===== src/design/kaf_pkg.sv =====
// ----------------------------------------------------------------------------
// kaf_pkg: shared types and constants for the angle/bias kalman filter
// Holds payload structs, controller states, datapath commands and helpers.
// ----------------------------------------------------------------------------
package kaf_pkg;

    localparam int unsigned W      = 32;
    localparam int unsigned DT_W   = 16;
    localparam int unsigned IDX_W  = 2;
    localparam int unsigned DIV_W  = 49;

    localparam logic [IDX_W-1:0] REG_ANGLE_NOISE   = 2'd0;
    localparam logic [IDX_W-1:0] REG_BIAS_NOISE    = 2'd1;
    localparam logic [IDX_W-1:0] REG_MEASURE_NOISE = 2'd2;

    localparam logic [W-1:0] RST_ANGLE_NOISE   = 32'd66;
    localparam logic [W-1:0] RST_BIAS_NOISE    = 32'd197;
    localparam logic [W-1:0] RST_MEASURE_NOISE = 32'd1966;

    typedef struct packed {
        logic signed [W-1:0]  meas_angle;
        logic signed [W-1:0]  meas_rate;
        logic [DT_W-1:0]      time_step;
    } t_in_beat;

    typedef struct packed {
        logic signed [W-1:0] filtered_angle;
        logic signed [W-1:0] rate_bias;
    } t_out_beat;

    // datapath micro-operations, one per controller step
    typedef enum logic [4:0] {
        OP_NOP,
        OP_RATE,      // rate = w - bias
        OP_M_ANG,     // angle += dt*rate
        OP_M_T0,      // s01 = dt*pbb
        OP_T1,        // t = s01 - pab - pba + qa
        OP_M_PAA,     // paa += dt*t, pab -= s01, pba -= s01
        OP_M_PBB,     // pbb += qb*dt
        OP_DEN,       // den = paa + qm, start k0 divide
        OP_K0,        // take k0, start k1 divide
        OP_K1,        // take k1
        OP_Y,         // y = z - angle
        OP_M_A2,      // angle += k0*y
        OP_M_B2,      // bias  += k1*y
        OP_M_C0,      // paa' = paa - k0*paa
        OP_M_C1,      // pab' = pab - k0*pab
        OP_M_C2,      // pba' = pba - k1*paa(old)
        OP_M_C3       // pbb' = pbb - k1*pab(old), commit
    } t_op;

    typedef enum logic [2:0] {
        ST_IDLE,
        ST_RUN,
        ST_DIV,
        ST_OUT
    } t_state;

    typedef struct packed {
        t_op  op;
        logic load;
    } t_cmd;

    typedef struct packed {
        logic div_busy;
    } t_status;

    function automatic logic signed [W-1:0] sat32(input logic signed [65:0] v);
        logic signed [65:0] hi;
        logic signed [65:0] lo;
        hi = 66'sd2147483647;
        lo = -66'sd2147483648;
        if (v > hi) return 32'sh7fffffff;
        else if (v < lo) return 32'sh80000000;
        else return v[W-1:0];
    endfunction

endpackage


===== src/design/kaf_ctrl.sv =====
// ----------------------------------------------------------------------------
// kaf_ctrl: sequencer for one filter update
// Steps the datapath through predict, gain divides and correction.
// ----------------------------------------------------------------------------
module kaf_ctrl
    import kaf_pkg::*;
(
    input  logic    i_clk,
    input  logic    i_rst_n,
    input  logic    i_in_valid,
    output logic    o_in_ready,
    output logic    o_out_valid,
    input  logic    i_out_ready,
    input  t_status i_status,
    output t_cmd    o_cmd
);

    t_state r_state, n_state;
    t_op    r_op, n_op;

    always_ff @(posedge i_clk) begin
        if (!i_rst_n) begin
            r_state <= ST_IDLE;
            r_op    <= OP_NOP;
        end else begin
            r_state <= n_state;
            r_op    <= n_op;
        end
    end

    // next state and commands
    always_comb begin
        n_state     = r_state;
        n_op        = r_op;
        o_cmd.op    = OP_NOP;
        o_cmd.load  = 1'b0;
        o_in_ready  = 1'b0;
        o_out_valid = 1'b0;
        unique case (r_state)
            ST_IDLE: begin
                o_in_ready = 1'b1;
                if (i_in_valid) begin
                    o_cmd.load = 1'b1;
                    n_state = ST_RUN;
                    n_op = OP_RATE;
                end
            end
            ST_RUN: begin
                o_cmd.op = r_op;
                if (r_op == OP_DEN || r_op == OP_K0) begin
                    n_state = ST_DIV;
                    n_op = t_op'(r_op + 5'd1);
                end else if (r_op == OP_M_C3) begin
                    n_state = ST_OUT;
                end else begin
                    n_op = t_op'(r_op + 5'd1);
                end
            end
            ST_DIV: begin
                if (!i_status.div_busy) n_state = ST_RUN;
            end
            ST_OUT: begin
                o_out_valid = 1'b1;
                o_in_ready  = i_out_ready;
                if (i_out_ready) begin
                    if (i_in_valid) begin
                        o_cmd.load = 1'b1;
                        n_state = ST_RUN;
                        n_op = OP_RATE;
                    end else begin
                        n_state = ST_IDLE;
                    end
                end
            end
            default: n_state = ST_IDLE;
        endcase
    end

endmodule


===== config.mk =====
export PLATFORM = sky130hd
export DESIGN_NAME = kaf_ctrl
export DESIGN_NICKNAME = d
export VERILOG_FILES = /design/src/design/kaf_pkg.sv /design/src/design/kaf_ctrl.sv
export SDC_FILE = /design/constraint.sdc
export NUM_CORES = 1
export LEC_CHECK = 0
export ABC_AREA = 0
export CAP_MARGIN = 25
export CORE_MARGIN = 4
export CORE_UTILIZATION = 37
export CTS_BUF_LIST = sky130_fd_sc_hd__clkbuf_4 sky130_fd_sc_hd__clkbuf_8
export CTS_CLUSTER_SIZE = 40
export DETAILED_ROUTE_END_ITERATION = 7
export DONT_BUFFER_PORTS = 1
export HOLD_SLACK_MARGIN = 0.1
export SLEW_MARGIN = 30
export SYNTH_ARGS = -nofsm -noshare
export SYNTH_HDL_FRONTEND = slang
export SYNTH_SLANG_ARGS = --single-unit
export TNS_END_PERCENT = 5

===== constraint.sdc =====
create_clock -name i_clk -period 3.75 [get_ports i_clk]
set_input_delay 0.9375 -clock i_clk [delete_from_list [all_inputs] [get_ports i_clk]]
set_output_delay 0.9375 -clock i_clk [all_outputs]
set_load 0.005 [all_outputs]

### Yosys cells after proc, flatten, opt, wreduce, memory -nomap -nowiden

Cells that the tools add are included.

* register bits: 8
* output and inout bits: 8
* bits of input ports: 5
* logic and storage cells: 37

* $add $sub $neg: 1
* reductions and logical operators: 5
* equal/unequal tests: 11
* muxes and demuxes: 18

Operators by type and width (count)
* 5-bit 2-to-1 mux: 5
* 3-bit 2-to-1 mux: 5
* 5-bit case mux with 3 select lines: 1
* 3-bit case mux with 4 select lines: 1
* 3-bit by 2-bit == test with 1-bit output (second input constant): 2
* 2-bit != test (second input constant): 3
* 3-bit != test (second input constant): 2
* 5-bit by 1-bit adder with 5-bit output (second input constant): 1
* 5-bit by 3-bit == test with 1-bit output (second input constant): 1
* 5-bit by 4-bit == test with 1-bit output (second input constant): 1
* 5-bit == test (second input constant): 1
* 1-bit 2-to-1 mux: 4
* 1-bit case mux with 2 select lines: 2
* 4-bit AND reduction: 1
* 3-bit by 1-bit == test with 1-bit output (second input constant): 1
* 3-bit logical NOT: 1
* 3-bit AND reduction: 1
* 3-bit nonzero test: 1
* 1-bit logical OR: 1

### Depth between registers and ports, before layout

* word-level depth: 4
* mapped depth: 7
* mapped depth without buffers: 6

### Worst setup path before layout

No wires, ideal clock.

* path kind: input -> output
* start point: in i_in_valid
* end point: out o_cmd[0] in the netlist's numbering
* buffers on the path: 0
* slack: 1.640 ns
* cell stages on the path: 2
* arrival time: 1.172 ns
* data required time: 2.812 ns
* cell sequence: inv_1 > nor3_1

RTL lines
* from (decl): line kaf_ctrl.sv:10 `input logic i_in_valid,`
* to (decl): line kaf_ctrl.sv:15 `output t_cmd o_cmd`

==> key figures <==
Logic synthesis
  – Syn_nets: 82
  – Synth Area in Simple Gates: 24.4%
  – YS warnings: 0
  – Ys flop type: dfxtp_1
  – Cell variety after synth: 29
  – Gate Count Post-Synth: 69
  – Mux cell area share after synthesis: 1.94%
  – Synth Area per Inst: 8.41 um^2
  – Post-synthesis sequential area ratio: 24.1%
  – Main combinational cell family by area after synthesis: simple AND/OR/NAND/NOR gates
  – XOR/XNOR share of the synthesized area: 3.02%
  – Number of synthesized flops with an enable pin: 0
  – Compound-Gate Fraction of Synth Area: 23.3%
  – Area share of fa/ha/maj cells after synthesis: 17.2%
  – FF+latch count, synth: 7
  – Post-synthesis async set-or-reset flop share: 0%
  – Mapped Area: 581 um^2

Timing
  – Slew headroom: 57.2%
  – Period utilization: 65.1%
  – Final setup viols: 0
  – Worst Max-Slew Pin Slew: 633 ps
  – Fmax: 0.410 GHz
  – Fin. max-slew vios: 0
  – Hold Fails Final Rpt: 0
  – Skew final: 0.165 ps
  – RSZ-0062 raised after global routing: no
  – Tmin final: 2440 ps
  – Setup TNS Final: 0 ps

Min path
  – Worst min path class: reg2reg
  – Hold depth: 2
  – Hold Crit Start: r_op[1]
  – Hold EP: r_op[1]

Floorplan
  – Die area: 0.00227 mm^2
  – Initial core utilization: 39.0%
  – Die width: 47.6 um
  – Total core area: 0.00149 mm^2
  – # rows: 14
  – I/O Pins: 13
  – Die Ht: 47.6 um

GRT
  – Largest net degree at the start of global routing: 11
  – Initial antenna violation count: 0
  – Number of global-route vias before repair: 466
  – First-pass GRT wire length: 2.06 mm
  – Gr usage total: 12.5%
  – GR Overflow Total: 0

Clocking
  – Clk_lat worst skew: 250 ps
  – CTS resizes: 0
  – CTS Hold Bufs: 0
  – Root Driver: clkbuf_4
  – Post-CTS Setup Bufs: 0
  – TritonCTS clock tree: built
  – H-tree depth: 1
  – Sinks on the clock net: 7
  – Num CTS Buffers: 3
  – CTS clk-pin slew, worst paths: 50 ps
  – Clock buffer depth: 2

Setup path
  – Worst EP arrival: 1500 ps
  – Crit Path Max Fanout: 10
  – Worst r2r src: r_state[1]
  – R2R Setup Slk: 1890 ps
  – Crit end category: output pin
  – WP data required: 2810 ps
  – Kind of critical path: reg2out
  – CP Launch Type: flop
  – Worst r2r path cells: 6
  – RR Endpoint: r_op[2]

Final layout
  – Layout Utilization: 42.0%
  – Final instance area: 626 um^2
  – Nets: 86
  – Most frequent cells in the layout: nor2_1 (9), inv_1 (8), ha_1 (8)
  – Area Growth Syn to Fin: 7.76%
  – Layout cells sized above 1: 12.5%
  – Commonest non-fill, non-tap cell in the layout: nor2_1
  – Diode count: 0
  – Fillers: 161

Detailed routing
  – # DRC: 0
  – First drt pass iteration count: 4
  – Vias after detailed routing: 505
  – Final ANT Viol Nets: 0
  – Initial drt markers: 15
  – Final WL: 1.24 mm
  – Vias per cell: 5.74
  – Wire per inst: 14.0 um

Run
  – Max_cap viols: 0

Pwr
  – Leakage power: 0.242 nW
  – Max VDD drop: 0.175 mV
  – PwrDens: 384 mW/mm^2

Place
  – PortBufs: 0
  – Cell Area, Placed: 596 um^2
  – Gp weighted congestion: 0.861
  – DP HPWL: 994 um

Outcome
  – Status: finished, final reports clean
==> worst max path at each step <==
| stage | from | to | cells past startpoint |
|---|---|---|---|
| after floorplan | i_in_valid | o_cmd[0] | 2 |
| after global placement | r_state[1] | o_cmd[3] | 4 |
| after detailed placement | r_state[1] | o_cmd[3] | 4 |
| after CTS | r_state[1] | o_cmd[3] | 4 |
| after global routing | r_state[1] | o_cmd[1] | 4 |
| final | r_state[1] | o_cmd[3] | 4 |
==> Yosys cell counts (all sizes together) (2+ instances only) <==
| cell type | instances | area [um^2] |
|---|---|---|
| nand3 | 3 | 15.0 |
| inv | 8 | 30.0 |
| xnor2 | 2 | 17.5 |
| a31oi | 2 | 12.5 |
| nor3 | 2 | 10.0 |
| nor2 | 9 | 33.8 |
| nand2 | 2 | 7.51 |
| ha | 8 | 100 |
| a21oi | 5 | 25.0 |
| nor4 | 3 | 18.8 |
| dfxtp | 7 | 140 |
==> critical path, cell delays in order (launching register included) <==
cell and delay [ps]:
dfxtp_1 350, inv_1 110, ha_1 400, inv_1 200, nor2_1 180
==> flip-flops by register name (all words and copies together) (netlist names) <==
signal and count:
r_op 5, r_state 2
==> kinds of logic after synthesis <==
logic type               Yosys count
AND/OR/NAND/NOR                   24
buffers and inverters              9
flip-flops                         7
adder cells (fa/ha/maj)            8
XOR/XNOR                           2
multiplexers                       1
AO/OA/AOI/OAI                     18
==> routing by layer <==
layer	part of all wire [%]	routed length (um)	vias up	GRT usage, %
li1	-	-	258	-
met1	47	581	228	17.3
met2	43	528	16	20.1
met3	8.7	107	3	2.26
met4	1.5	18	0	3.23
met5	0	0	-	0
==> area by class of cell <==
class | instances | area [um^2] | share of cell area (%)
Clock buffer | 4 | 30.0 | 4.80
Tap cell | 16 | 20.0 | 3.20
Sequential cell | 7 | 140 | 22.4
Multi-Input combinational cell | 53 | 405 | 64.8
Inverter | 8 | 30.0 | 4.80
==> through the flow <==
stage          setup slack, ps  total power, mW  cells  hold WS [ps]
4_1_cts                   1300            0.243     88           525
3_3_place_gp              1580            0.165     84           511
6_report                  1310            0.240     88           522
5_1_grt                   1170            0.256     88           564
3_5_place_dp              1580            0.165     84           515
2_1_floorplan             1640            0.149     69           488
==> where the power goes <==
group	switching, mW	total, mW	internal (mW)
combinational	0.0452	0.0760	0.0308
sequential	0.00743	0.0874	0.0799
clock	0.0292	0.0771	0.0479
Note: power is estimated with default switching activity, not from simulation.
